===== src/hdl/polygon_point_inclusion_core_macros.svh =====
`ifndef POLYGON_POINT_INCLUSION_CORE_MACROS_SVH
`define POLYGON_POINT_INCLUSION_CORE_MACROS_SVH

// Same-cycle implication on aclk, off while aresetn is low
`define PPI_ASSERT_NOW(label, ante, cons, msg) \
    label: assert property (@(posedge aclk) disable iff (!aresetn) (ante) |-> (cons)) \
        else $error(msg);

// Next-cycle implication on aclk, off while aresetn is low
`define PPI_ASSERT_NEXT(label, ante, cons, msg) \
    label: assert property (@(posedge aclk) disable iff (!aresetn) (ante) |=> (cons)) \
        else $error(msg);

`endif


===== src/hdl/ppi_ram.sv =====
`timescale 1ns / 1ps

module ppi_ram #(
    parameter int WIDTH = 32,
    parameter int DEPTH = 64
) (
    input  logic                     clk,
    input  logic                     we,
    input  logic [$clog2(DEPTH)-1:0] waddr,
    input  logic [WIDTH-1:0]         wdata,
    input  logic                     re,
    input  logic [$clog2(DEPTH)-1:0] raddr,
    output logic [WIDTH-1:0]         rdata
);

    logic [WIDTH-1:0] mem [DEPTH];

    // write port
    always_ff @(posedge clk) begin
        if (we) begin
            mem[waddr] <= wdata;
        end
    end

    // registered read port
    always_ff @(posedge clk) begin
        if (re) begin
            rdata <= mem[raddr];
        end
    end

endmodule


===== config.mk =====
export PLATFORM = sky130hd
export DESIGN_NAME = ppi_ram
export DESIGN_NICKNAME = d
export VERILOG_FILES = /design/src/hdl/polygon_point_inclusion_core_macros.svh /design/src/hdl/ppi_ram.sv
export SDC_FILE = /design/constraint.sdc
export NUM_CORES = 2
export LEC_CHECK = 0
export ABC_CLOCK_PERIOD_IN_PS = 5160
export BUFFER_PORTS_ARGS = -buffer_cell sky130_fd_sc_hd__buf_2
export CELL_PAD_IN_SITES_DETAIL_PLACEMENT = 0
export CELL_PAD_IN_SITES_GLOBAL_PLACEMENT = 2
export CORE_UTILIZATION = 45
export DETAILED_ROUTE_END_ITERATION = 10
export GPL_ROUTABILITY_DRIVEN = 0
export PLACE_DENSITY = 0.76
export SYNTH_ARGS = -nofsm -noshare
export SYNTH_HDL_FRONTEND = slang
export SYNTH_SLANG_ARGS = --single-unit

===== constraint.sdc =====
create_clock -name clk -period 5.16 [get_ports clk]
set_input_delay 1.032 -clock clk [delete_from_list [all_inputs] [get_ports clk]]
set_output_delay 1.032 -clock clk [all_outputs]
set_load 0.02 [all_outputs]

# Word-level counts from Yosys, hierarchy flattened
# Memory sizes are Yosys's and may differ from the RTL's. A register that Yosys moved wholly into a read port is not among the register bits.
# Index checks and enable logic that the tools add are counted.
word_totals:
  reg_bits: 0
  mem_bits_rw: 2048
  input_bits: 47
  output_inout_bits: 32
  mem_count: 1
op_classes:
  mux: 2
mem_list:
  columns: ["memory", "words", "width", "rd", "rd_ports_with_merged_regs", "write_ports", "line_no", "source"]
  rows:
  - ["mem", 64, 32, 1, 1, 1, "ppi_ram.sv:16", "logic [WIDTH-1:0] mem [DEPTH];"]
op_table:
  columns: ["cell", "count"]
  rows:
  - ["2-to-1 mux 1 bit", 2]

# Longest topological paths before layout
logic_depth:
  ltp_word: 2
  depth_mapped: 10
  depth_no_buf: 5

# Worst setup path after synthesis
# Ideal clock, no wire load.
synth_path:
  path_type: "input-to-reg"
  from: "input port waddr[3]"
  to: "memory mem[48][0] (enable)"
  setup_ns: 0.461
  arrival_ns: 3.731
  required_ns: 4.699
  setup_slack_ns: 0.968
  cell_stages: 4
  n_path_buf: 1
  path_cell_list: "clkbuf_1 nor2b_1 nand4b_1 nor3_1"
synth_rtl:
  columns: ["item", "line_no", "source"]
  rows:
  - ["from (decl)", "ppi_ram.sv:9", "input logic [$clog2(DEPTH)-1:0] waddr,"]
  - ["to (decl)", "ppi_ram.sv:16", null]
# No word-level cell before the write port.

==> impl_results.md <==
- Met3 Use GR: 4.78%
- IO Pins: 79
- Leading area contributor after synthesis: edfxtp_1
- Via count: 37334
- Seq cells post-synth: 2080
- Setup CP Type: input pin to register
- DRT iter0 DRCs: 5046
- Unique cell type count in the Yosys netlist: 33
- Crit-path max FO: 28
- CTS sink count: 2080
- Die outline height: 421 um
- Crit share post-route: 64.2%
- Synth Instances: 3324
- Htree depth: 4
- Chip Width: 421 um
- VDD IR max: 0.309 mV
- Final wirelength: 208000 um
- Met2 GRT Util: 38.0%
- Ranking of synthesized cells by area: edfxtp_1 79%, mux4_2 16%, mux2i_1 1.2%
- Port buffer count: 78
- RSZ-0062 raised after global routing: no
- Post-DRT Antenna Nets: 0
- Post-layout min period: 3.32 ns
- Die area: 177000 sq um
- First-pass GRT wire length: 290000 um
- Status: finished clean
- Largest net degree at the start of global routing: 70
- Setup violators final: 0
- Vias/cell: 6.11
- Slew Limit Headroom: 15.8%
- Total power draw: 34400 uW
- Drc violations: 0
- Seq/Total Area, Yosys: 79.2%
- Critical Path AT: 3.87 ns
- Most used routing layer in global routing: met2
- Worst setup EP type: register
- GRT overflow: 0
- CTS Buf Count: 202
- Worst Setup Start Kind: input pin
- Post-CTS Hold Buffers: 0
- Commonest cells post-synth: 2080 x edfxtp_1, 544 x mux4_2, 137 x nor2_1
- Yosys top cell area share: 79.2%
- Fraction of layout cells with a size suffix above 1: 30.1%
- Core area: 174000 sq um
- Final hold vios: 0
- Clock transition at path regs: 0.06 ns
- Synth Flop Type: edfxtp_1
- WL/cell: 34.0 um
- Setup TNS: 0 ns
- Hold_ws: 0.818 ns
- Final HPWL DP: 118000 um
- Root buffer cell: clkbuf_16
- TritonRoute pass-1 iters: 5
- Cell area after synthesis: 78800 sq um
- Post-CTS setup buffers: 0
- Nets: 3664
- Area growth syn-to-layout: 13.8%
- Row cnt: 153
- Net Count, Synth: 3371
- Final Cell Area: 89700 sq um
- Met1 GRT Util: 33.7%
- Final Skew: 0.0347 ns
- Async SR Flop Fraction: 0%
- DP Area: 83600 sq um
- Synthesis Warnings: 0
- Clock Latency Late Sink: 0.83 ns
- Max Cap Viol: 0
- Fin. max-slew vios: 0
- EDFF count, synth: 2080
- Leak: 0.0278 uW
- Pwr Density: 383 nW/um^2
- CTS tree: yes
- Synthesized area per cell: 23.7 sq um
- Least-Margin Pin Slew: 1.26 ns
- Initial core utilization: 45.3%
- Number of global-route vias before repair: 37307
- Max Clock Freq: 302 MHz
- Min-Delay Path Class: register to register
- Overall routing resource usage: 23.8%
- Antenna violations before repair: 17
- Top-count cell post-synth: edfxtp_1
- PostCTS Resize Cnt: 0
- Critical Path RT: 5.72 ns
- Clock Tree Buf Depth: 3
## path summary, 6_finish.rpt
| check | startpoint | endpoint | slack [ns] | cells past startpoint |
|---|---|---|---|---|
| max | raddr[0] | rdata[18] | 1.85 | 8 |
| min | mem[12][4] | rdata[4] | 0.82 | 4 |
| max reg2reg | mem[55][18] | rdata[18] | 2.57 | 6 |
| min reg2reg | mem[12][4] | rdata[4] | 0.82 | 4 |
## critical path, cell delays in order
cell      delay [ns]
buf_8           0.33
buf_4           0.42
mux4_2          0.56
mux2i_1         0.41
nand3b_1        0.27
a31oi_1         0.52
buf_4           0.25
nor2_1          0.04
## sequential cells by signal, indices dropped and copies added (netlist names)
name	cells
mem	2048
rdata	32
## power breakdown
group | internal [uW] | switching (uW)
logic | 647 | 1120
registers | 18700 | 69.1
clock network | 7660 | 6160
total | 27100 | 7350
## cells by family after synthesis
kind of cell,count (synthesis),synth area share [%]
DFF,2080,79.2
muxes,637,16.7
and+or+nand+nor,223,1.26
AOI/OAI and AO/OA,202,1.67
buffers and inverters,182,1.12
## layout by cell type (no fill, tap or decap), types with 34 or more instances in the layout
cell / instances
clkinv_1: 50
buf_12: 34
clkbuf_16: 204
a21oi_1: 62
nor2_1: 75
o22ai_1: 84
mux4_2: 544
edfxtp_1: 2080
buf_2: 74
mux2i_1: 93
nor2_4: 62
buf_4: 159
clkbuf_1: 64
## per-stage QoR
stage | utilization [%] | setup WS [ns] | instances
after floorplan | - | 0.968 | 3324
after global placement | 48.1 | 0.929 | 5738
after detailed placement | 48.1 | 1.02 | 5738
after CTS | 51.6 | 1.83 | 6104
after global routing | 51.6 | 1.81 | 6106
final | 51.6 | 1.85 | 6113
## layout make-up
type / count / area (sq um)
Fill cell: 13316 / 84300
Sequential cell: 2080 / 62500
Multi-Input combinational cell: 1062 / 16000
Clock buffer: 268 / 5350
Tap cell: 2325 / 2910
Timing Repair Buffer: 271 / 2300
Clock inverter: 98 / 723
Antenna cell: 9 / 22.5
## metal layers
layer  vias up  part of all wire [%]
met5         -                 0.011
met4         4                   2.3
li1      14940                     -
met2      1733                    49
met1     20389                    40
met3       268                   9.1
(Power assumes the default switching activity.)
