[src/hdl/polygon_point_inclusion_core_macros.svh]
`ifndef POLYGON_POINT_INCLUSION_CORE_MACROS_SVH
`define POLYGON_POINT_INCLUSION_CORE_MACROS_SVH

// Same-cycle implication on aclk, off while aresetn is low
`define PPI_ASSERT_NOW(label, ante, cons, msg) \
    label: assert property (@(posedge aclk) disable iff (!aresetn) (ante) |-> (cons)) \
        else $error(msg);

// Next-cycle implication on aclk, off while aresetn is low
`define PPI_ASSERT_NEXT(label, ante, cons, msg) \
    label: assert property (@(posedge aclk) disable iff (!aresetn) (ante) |=> (cons)) \
        else $error(msg);

`endif

[src/hdl/ppi_pkg.sv]
`timescale 1ns / 1ps

package ppi_pkg;

    localparam int MAX_VERTICES = 64;
    localparam int COORD_BITS   = 16;

    localparam int IDX_W = $clog2(MAX_VERTICES);
    localparam int CNT_W = $clog2(MAX_VERTICES + 1);
    localparam int RD_W  = CNT_W + 1;

    // stream payload widths, padded to whole bytes
    localparam int IN_BITS  = 4 * COORD_BITS;
    localparam int IN_W     = ((IN_BITS + 7) / 8) * 8;
    localparam int OUT_BITS = 4 + CNT_W;
    localparam int OUT_W    = ((OUT_BITS + 7) / 8) * 8;

    typedef logic signed [COORD_BITS-1:0] coord_t;

    typedef struct packed {
        coord_t y;
        coord_t x;
    } point_t;

    typedef enum logic [1:0] {
        OP_APPEND = 2'd0,
        OP_QUERY  = 2'd1,
        OP_CLEAR  = 2'd2
    } op_t;

    typedef enum logic [1:0] {
        ST_OK   = 2'd0,
        ST_FULL = 2'd1,
        ST_FEW  = 2'd2
    } status_t;

    typedef enum logic [1:0] {
        TURN_ZERO = 2'b00,
        TURN_POS  = 2'b01,
        TURN_NEG  = 2'b10
    } turn_t;

    // true when both signs are nonzero and of opposite direction
    function automatic logic turn_opposite(input turn_t a, input turn_t b);
        return ((a == TURN_POS) && (b == TURN_NEG)) || ((a == TURN_NEG) && (b == TURN_POS));
    endfunction

endpackage

[src/hdl/ppi_turn.sv]
`timescale 1ns / 1ps

module ppi_turn (
    input  logic            clk,
    input  ppi_pkg::point_t a,
    input  ppi_pkg::point_t b,
    input  ppi_pkg::point_t c,
    output ppi_pkg::turn_t  sgn
);

    import ppi_pkg::*;

    localparam int D_W = COORD_BITS + 1;
    localparam int P_W = 2 * D_W;
    localparam int S_W = P_W + 1;

    logic signed [D_W-1:0] bax, cay, bay, cax;
    logic signed [P_W-1:0] p1_reg, p2_reg;
    logic signed [S_W-1:0] det;
    turn_t                 sgn_reg;

    // edge vectors, sign extended by one bit
    assign bax = D_W'(b.x) - D_W'(a.x);
    assign cay = D_W'(c.y) - D_W'(a.y);
    assign bay = D_W'(b.y) - D_W'(a.y);
    assign cax = D_W'(c.x) - D_W'(a.x);

    // stage one: cross products
    always_ff @(posedge clk) begin
        p1_reg <= bax * cay;
        p2_reg <= bay * cax;
    end

    // stage two: sign of the exact determinant
    assign det = S_W'(p1_reg) - S_W'(p2_reg);

    always_ff @(posedge clk) begin
        if (det == '0) begin
            sgn_reg <= TURN_ZERO;
        end else if (det[S_W-1]) begin
            sgn_reg <= TURN_NEG;
        end else begin
            sgn_reg <= TURN_POS;
        end
    end

    assign sgn = sgn_reg;

endmodule

[config.mk]
export PLATFORM = sky130hd
export DESIGN_NAME = ppi_turn
export DESIGN_NICKNAME = d
export VERILOG_FILES = /design/src/hdl/polygon_point_inclusion_core_macros.svh /design/src/hdl/ppi_pkg.sv /design/src/hdl/ppi_turn.sv
export SDC_FILE = /design/constraint.sdc
export NUM_CORES = 2
export LEC_CHECK = 0
export ABC_AREA = 1
export BUFFER_PORTS_ARGS = -buffer_cell sky130_fd_sc_hd__buf_2
export CORE_AREA = 2 2 209 263
export DETAILED_ROUTE_END_ITERATION = 12
export DIE_AREA = 0 0 211 265
export GPL_ROUTABILITY_DRIVEN = 0
export PLACE_DENSITY = 0.83
export SLEW_MARGIN = 10
export SYNTH_ARGS = -nofsm -noshare
export SYNTH_HDL_FRONTEND = slang
export SYNTH_SLANG_ARGS = --single-unit
[constraint.sdc]
create_clock -name clk -period 8.4 [get_ports clk]
set_input_delay 2.1 -clock clk [delete_from_list [all_inputs] [get_ports clk]]
set_output_delay 2.1 -clock clk [all_outputs]
set_load 0.005 [all_outputs]
==> metrics.txt, run 1 <==
# TYPE chip_impl_metric gauge
chip_impl_metric{name="start_util",unit=""} 0.545
chip_impl_info{name="last-stage-reached",value="global routing"} 1
chip_impl_metric{name="die_w",unit="microns"} 211
chip_impl_metric{name="synth_edf_count",unit=""} 0
chip_impl_metric{name="yosys-mux-area-fraction",unit=""} 0
chip_impl_metric{name="cts-htree-levels",unit=""} 3
chip_impl_metric{name="hpwl",unit="mm"} 79.2
chip_impl_metric{name="ys_seq_area_frac",unit=""} 0.0481
chip_impl_metric{name="syn_area_per_cell",unit="sq um"} 7.69
chip_impl_metric{name="placement.io_buffers",unit=""} 98
chip_impl_metric{name="synth-warning-count",unit=""} 0
chip_impl_metric{name="synth-compound-area-share",unit=""} 0.0546
chip_impl_info{name="ys_dominant_reg_cell",value="sky130_fd_sc_hd__dfxtp_1"} 1
chip_impl_metric{name="pin_count",unit=""} 99
chip_impl_metric{name="rows",unit=""} 95
chip_impl_metric{name="synthesis.area",unit="sq um"} 29100
chip_impl_metric{name="numClockSinks",unit=""} 70
chip_impl_metric{name="num_cts_buffers",unit=""} 9
chip_impl_metric{name="synth_xor_area_frac",unit=""} 0.0417
chip_impl_metric{name="postSynthRegisterBits",unit=""} 70
chip_impl_metric{name="syn_nets",unit=""} 4745
chip_impl_metric{name="grt_max_degree",unit=""} 18
chip_impl_metric{name="synth-simple-area-share",unit=""} 0.192
chip_impl_info{name="synth_top_family_by_area",value="adder cells"} 1
chip_impl_info{name="firstError",value="[ERROR GRT-0232] Routing congestion too high. Check the congestion heatmap in the GUI."} 1
chip_impl_metric{name="pre_cts_ws",unit="ns"} -0.632
chip_impl_metric{name="synthArstFlopShare",unit=""} 0
chip_impl_metric{name="placedInstanceArea",unit="sq um"} 34500
chip_impl_metric{name="yosys.area_share.adder",unit=""} 0.526
chip_impl_metric{name="globalRouteTotalUtil",unit=""} 0.685
chip_impl_metric{name="number_of_buffers_on_the_longest_clock_path",unit=""} 2
chip_impl_info{name="result_of_the_run",value="aborted with a tool error"} 1
chip_impl_metric{name="chipHeight",unit="microns"} 265
chip_impl_info{name="timing.worst_endpoint.kind",value="register input"} 1
chip_impl_metric{name="cts-hold-fix-buffers",unit=""} 0
chip_impl_metric{name="global_route.overflow_total",unit=""} 7
chip_impl_metric{name="cell_count_after_synthesis",unit=""} 3783
chip_impl_metric{name="synth_cell_types",unit=""} 59
chip_impl_info{name="clockRootBuffer",value="sky130_fd_sc_hd__clkbuf_16"} 1
chip_impl_info{name="grt_worst_setup_endpoint",value="p2_reg[32]$_DFF_P_/D"} 1
-- kinds of logic after synthesis --
logic type,count (synthesis)
flip-flops,70
AND/OR/NAND/NOR,1397
adder cells (fa/ha/maj),865
AO/OA/AOI/OAI,271
buffers and inverters,1054
XOR/XNOR,126
-- per-stage QoR --
stage                     hold WS (ns)  std cells  TNS, ns
after global placement           0.820       5039    -8.37
after floorplan                  0.667       3783  -0.0150
after detailed placement         0.827       5039   -15.67
after CTS                        0.829       5061  -0.0662
-- timing repair --
item,4_1_cts
pin swaps,23
buffers inserted,6
gates resized for setup,84
setup endpoints to repair,29
-- layer usage --
metal | track usage | GRT overflow
met1 | 0.638 | 0
met2 | 0.819 | 3
met3 | 0.611 | 0
met4 | 0.680 | 4
met5 | 0.447 | 0
-- cells in the mapped netlist, types with 15 or more instances --
| cell | number | area [sq um] |
|---|---|---|
| sky130_fd_sc_hd__buf_2 | 22 | 110 |
| sky130_fd_sc_hd__a21oi_1 | 145 | 726 |
| sky130_fd_sc_hd__nor3_1 | 22 | 110 |
| sky130_fd_sc_hd__a21o_1 | 15 | 113 |
| sky130_fd_sc_hd__clkbuf_1 | 21 | 78.8 |
| sky130_fd_sc_hd__dfxtp_1 | 70 | 1400 |
| sky130_fd_sc_hd__ha_1 | 268 | 3350 |
| sky130_fd_sc_hd__nor2_1 | 407 | 1530 |
| sky130_fd_sc_hd__o21ai_0 | 49 | 245 |
| sky130_fd_sc_hd__xor2_1 | 72 | 631 |
| sky130_fd_sc_hd__fa_1 | 597 | 12000 |
| sky130_fd_sc_hd__nand2_1 | 810 | 3040 |
| sky130_fd_sc_hd__xnor2_1 | 44 | 385 |
| sky130_fd_sc_hd__nand4_1 | 27 | 169 |
| sky130_fd_sc_hd__nand3_1 | 82 | 410 |
| sky130_fd_sc_hd__inv_1 | 983 | 3690 |
==> run 2: changes to the inputs <==
--- a/config.mk
+++ b/config.mk
@@ -7,11 +7,11 @@
 export LEC_CHECK = 0
 export ABC_AREA = 1
 export BUFFER_PORTS_ARGS = -buffer_cell sky130_fd_sc_hd__buf_2
-export CORE_AREA = 2 2 209 263
+export CORE_AREA = 2 2 273 275
 export DETAILED_ROUTE_END_ITERATION = 12
-export DIE_AREA = 0 0 211 265
+export DIE_AREA = 0 0 275 277
 export GPL_ROUTABILITY_DRIVEN = 0
-export PLACE_DENSITY = 0.83
+export PLACE_DENSITY_LB_ADDON = 0.15
 export SLEW_MARGIN = 10
 export SYNTH_ARGS = -nofsm -noshare
 export SYNTH_HDL_FRONTEND = slang
==> constraint.sdc (replaced) <==
create_clock -name clk -period 10.9 [get_ports clk]
set_input_delay 2.725 -clock clk [delete_from_list [all_inputs] [get_ports clk]]
set_output_delay 2.725 -clock clk [all_outputs]
set_load 0.005 [all_outputs]
==> run 2 against run 1 <==
The flow now finishes without violations; synthesized area unchanged; synthesized cell count unchanged.
==> metrics.txt, run 2 <==
# TYPE chip_impl_metric gauge
chip_impl_info{name="result_of_the_run",value="finished clean"} 1
chip_impl_info{name="r2r-start",value="p1_reg[0]$_DFF_P_"} 1
chip_impl_metric{name="die_area",unit="sq um"} 76200
chip_impl_metric{name="rows",unit=""} 100
chip_impl_metric{name="cap_viol_max_count",unit=""} 0
chip_impl_metric{name="routed-via-count",unit=""} 23900
chip_impl_metric{name="cp.arrival",unit="ns"} 10.36
chip_impl_info{name="launching_element_of_the_worst_setup_path",value="a[17]"} 1
chip_impl_metric{name="grt_antenna_before_repair",unit=""} 0
chip_impl_metric{name="drt-total-wl",unit="mm"} 87.6
chip_impl_info{name="synth.area.top_cells",value="sky130_fd_sc_hd__fa_1, sky130_fd_sc_hd__inv_1, sky130_fd_sc_hd__ha_1"} 1
chip_impl_metric{name="timing_worst_slew_pin_value",unit="ns"} 0.911
chip_impl_info{name="worst_path_dominant_cell_family",value="adder cells"} 1
chip_impl_metric{name="synth_edf_count",unit=""} 0
chip_impl_metric{name="reg2reg_setup_slack",unit="ns"} 8.30
chip_impl_metric{name="ys_seq_area_frac",unit=""} 0.0481
chip_impl_metric{name="path_clk_slew",unit="ns"} 0.06
chip_impl_metric{name="grt_max_degree",unit=""} 18
chip_impl_metric{name="routed_len_inst",unit="microns"} 18.0
chip_impl_metric{name="core-area",unit="sq um"} 73600
chip_impl_metric{name="drt-pass1-iter-count",unit=""} 5
chip_impl_metric{name="data_required_time_at_the_worst_endpoint",unit="ns"} 11.13
chip_impl_metric{name="cts-hold-fix-buffers",unit=""} 0
chip_impl_info{name="hold_class",value="flip-flop to flip-flop"} 1
chip_impl_metric{name="wire_length_of_the_first_global_routing_pass",unit="mm"} 140
chip_impl_metric{name="global_route.overflow_total",unit=""} 0
chip_impl_metric{name="post-route-period-util",unit=""} 0.930
chip_impl_metric{name="cp_slowest_stage_delay",unit="ns"} 0.55
chip_impl_info{name="yosysMostFrequentCell",value="sky130_fd_sc_hd__inv_1"} 1
chip_impl_metric{name="synth-warning-count",unit=""} 0
chip_impl_metric{name="path_buf_inv",unit=""} 10
chip_impl_info{name="worstSetupEndpoint",value="p1_reg[28]$_DFF_P_"} 1
chip_impl_metric{name="drcViolationCount",unit=""} 0
chip_impl_metric{name="grt_pass1_vias",unit=""} 24700
chip_impl_metric{name="worst_clock_skew",unit="ns"} 0.00905
chip_impl_metric{name="chipHeight",unit="microns"} 277
chip_impl_metric{name="postSynthRegisterBits",unit=""} 70
chip_impl_metric{name="synthesis.area",unit="sq um"} 29100
chip_impl_metric{name="relSlewSlack",unit=""} 0.391
chip_impl_metric{name="r2r.worst_path.cells",unit=""} 15
chip_impl_info{name="critical-path-top-cell-by-count",value="sky130_fd_sc_hd__inv_1"} 1
chip_impl_metric{name="globalRouteTotalUtil",unit=""} 0.239
chip_impl_metric{name="cts_setup_buffers",unit=""} 0
chip_impl_metric{name="finalCriticalPeriod",unit="ns"} 10.14
chip_impl_metric{name="ant_nets",unit=""} 0
chip_impl_metric{name="number_of_diodes_added_for_antenna_fixing",unit=""} 0
chip_impl_metric{name="final_layout_size_suffix_gt1_frac",unit=""} 0.0624
chip_impl_metric{name="synthArstFlopShare",unit=""} 0
chip_impl_info{name="master_of_the_slowest_instance_on_the_critical_path",value="sky130_fd_sc_hd__fa_1"} 1
chip_impl_metric{name="max_freq",unit="MHz"} 98.7
chip_impl_metric{name="start_util",unit=""} 0.396
chip_impl_metric{name="cts-htree-levels",unit=""} 3
chip_impl_info{name="ys_dominant_reg_cell",value="sky130_fd_sc_hd__dfxtp_1"} 1
chip_impl_info{name="timing.critical_path.to_type",value="flip-flop"} 1
chip_impl_metric{name="synth_cell_types",unit=""} 59
chip_impl_metric{name="num_cts_buffers",unit=""} 9
chip_impl_metric{name="synthDominantCellAreaShare",unit=""} 0.411
chip_impl_metric{name="vias_per_cell",unit=""} 4.89
chip_impl_info{name="path_class",value="primary input to flip-flop"} 1
chip_impl_metric{name="finalSetupTns",unit="ns"} 0
chip_impl_info{name="yosys.area.top_type",value="sky130_fd_sc_hd__fa_1"} 1
chip_impl_metric{name="final_max_slew_viol_count",unit=""} 0
chip_impl_metric{name="number_of_buffers_on_the_longest_clock_path",unit=""} 2
chip_impl_info{name="mostFrequentLayoutCells",value="sky130_fd_sc_hd__inv_1, sky130_fd_sc_hd__nand2_1, sky130_fd_sc_hd__fa_1"} 1
chip_impl_metric{name="cp_num_cells",unit=""} 33
chip_impl_info{name="clockRootBuffer",value="sky130_fd_sc_hd__clkbuf_16"} 1
chip_impl_info{name="cts_tree",value="built"} 1
chip_impl_metric{name="die_w",unit="microns"} 275
chip_impl_info{name="rr_endpoint",value="sgn[0]$_SDFF_PN0_"} 1
chip_impl_metric{name="worstSkewPairLatency",unit="ns"} 0.34
chip_impl_metric{name="pin_count",unit=""} 99
chip_impl_metric{name="numClockSinks",unit=""} 70
chip_impl_metric{name="timing.final.hold_violations",unit=""} 0
chip_impl_metric{name="num-nets-final",unit=""} 4867
chip_impl_metric{name="drt_iter0_markers",unit=""} 1558
chip_impl_metric{name="syn_area_per_cell",unit="sq um"} 7.69
chip_impl_info{name="rsz_0062_raised_after_global_routing",value="false"} 1
chip_impl_metric{name="setup_viol_count_final",unit=""} 0
chip_impl_metric{name="placement.io_buffers",unit=""} 98
chip_impl_metric{name="cell_count_after_synthesis",unit=""} 3783
chip_impl_metric{name="layout-area-overhead-vs-synth",unit="%"} 7.70
chip_impl_metric{name="hpwl",unit="mm"} 77.8
chip_impl_metric{name="path_max_fanout",unit=""} 8
chip_impl_metric{name="syn_nets",unit=""} 4745
chip_impl_info{name="startpoint_type_of_the_worst_setup_path",value="primary input"} 1
chip_impl_metric{name="total_of_cells_resized_after_clock_tree_synthesis",unit=""} 0
chip_impl_info{name="layout.cells.most_common",value="sky130_fd_sc_hd__inv_1"} 1
chip_impl_info{name="netlist_top_cells_count",value="sky130_fd_sc_hd__inv_1, sky130_fd_sc_hd__nand2_1, sky130_fd_sc_hd__fa_1, sky130_fd_sc_hd__nor2_1, sky130_fd_sc_hd__ha_1"} 1
## run 2: stage by stage
stage               worst slack, ns   util  hold slack [ns]  area (sq um)  instances
finish                        0.765  0.426            0.810         31400       4879
detailed placement            0.562  0.422            0.803         31100       4863
CTS                           0.914  0.426            0.821         31400       4879
global route                  0.480  0.426            0.908         31400       4879
floorplan                      1.73      -            0.667         29100       3783
global placement              0.590  0.422            0.806         31100       4863
## run 2: per-layer routing
metal / GRT usage / share of wire / wire length, microns
met1: 0.348 / 0.47 / 41000
met2: 0.387 / 0.46 / 39900
met3: 0.0245 / 0.057 / 5020
met4: 0.0410 / 0.019 / 1640
met5: 0 / 0 / 0
## run 2: layout make-up
cell class	instances	area [sq um]
multi-input cells	2659	23700
clock inverters	5	60.1
repair buffers	163	978
inverters	1002	3760
flip-flops and latches	70	1400
well taps	969	1210
clock buffers	11	233
fillers	7721	42200
## run 2: worst register-to-register path, cell delays in order, from the launching register on
cell and delay, ns:
sky130_fd_sc_hd__dfxtp_1 0.30, sky130_fd_sc_hd__inv_1 0.04, sky130_fd_sc_hd__ha_1 0.21, sky130_fd_sc_hd__fa_1 0.42, sky130_fd_sc_hd__inv_1 0.21, sky130_fd_sc_hd__nand2_1 0.08, sky130_fd_sc_hd__nand2_1 0.09, sky130_fd_sc_hd__nand3_1 0.07
sky130_fd_sc_hd__nand2_1 0.17, sky130_fd_sc_hd__xor2_1 0.09, sky130_fd_sc_hd__a21oi_1 0.15, sky130_fd_sc_hd__nand2_1 0.07, sky130_fd_sc_hd__nor3_1 0.35, sky130_fd_sc_hd__nand4_1 0.14, sky130_fd_sc_hd__nand2_1 0.08, sky130_fd_sc_hd__inv_1 0.03
## run 2: cells by family (layout without fill, tap and decap cells)
kind of cell             Yosys count  in the layout  share of synthesized area
AO/OA/AOI/OAI                    271            271                     0.0546
buffers and inverters           1054           1181                      0.138
flip-flops                        70             70                     0.0481
AND/OR/NAND/NOR                 1397           1397                      0.192
XOR/XNOR                         126            126                     0.0417
adder cells (fa/ha/maj)          865            865                      0.526
## run 2: worst min-delay path by stage
| stage | slack, ns | start | cells after the start | endpoint |
|---|---|---|---|---|
| after floorplan | 0.67 | p1_reg[33]$_DFF_P_ | 4 | sgn[1]$_SDFF_PN0_ |
| after global placement | 0.81 | p2_reg[33]$_DFF_P_ | 5 | sgn[1]$_SDFF_PN0_ |
| after detailed placement | 0.80 | p2_reg[33]$_DFF_P_ | 5 | sgn[1]$_SDFF_PN0_ |
| after CTS | 0.82 | p2_reg[33]$_DFF_P_ | 5 | sgn[1]$_SDFF_PN0_ |
| after global routing | 0.91 | p2_reg[33]$_DFF_P_ | 5 | sgn[1]$_SDFF_PN0_ |
| final | 0.81 | p2_reg[33]$_DFF_P_ | 5 | sgn[1]$_SDFF_PN0_ |
Power of run 2 is not shown: default switching activity piles up to over one toggle a cycle in this logic, so the estimate is an artifact.
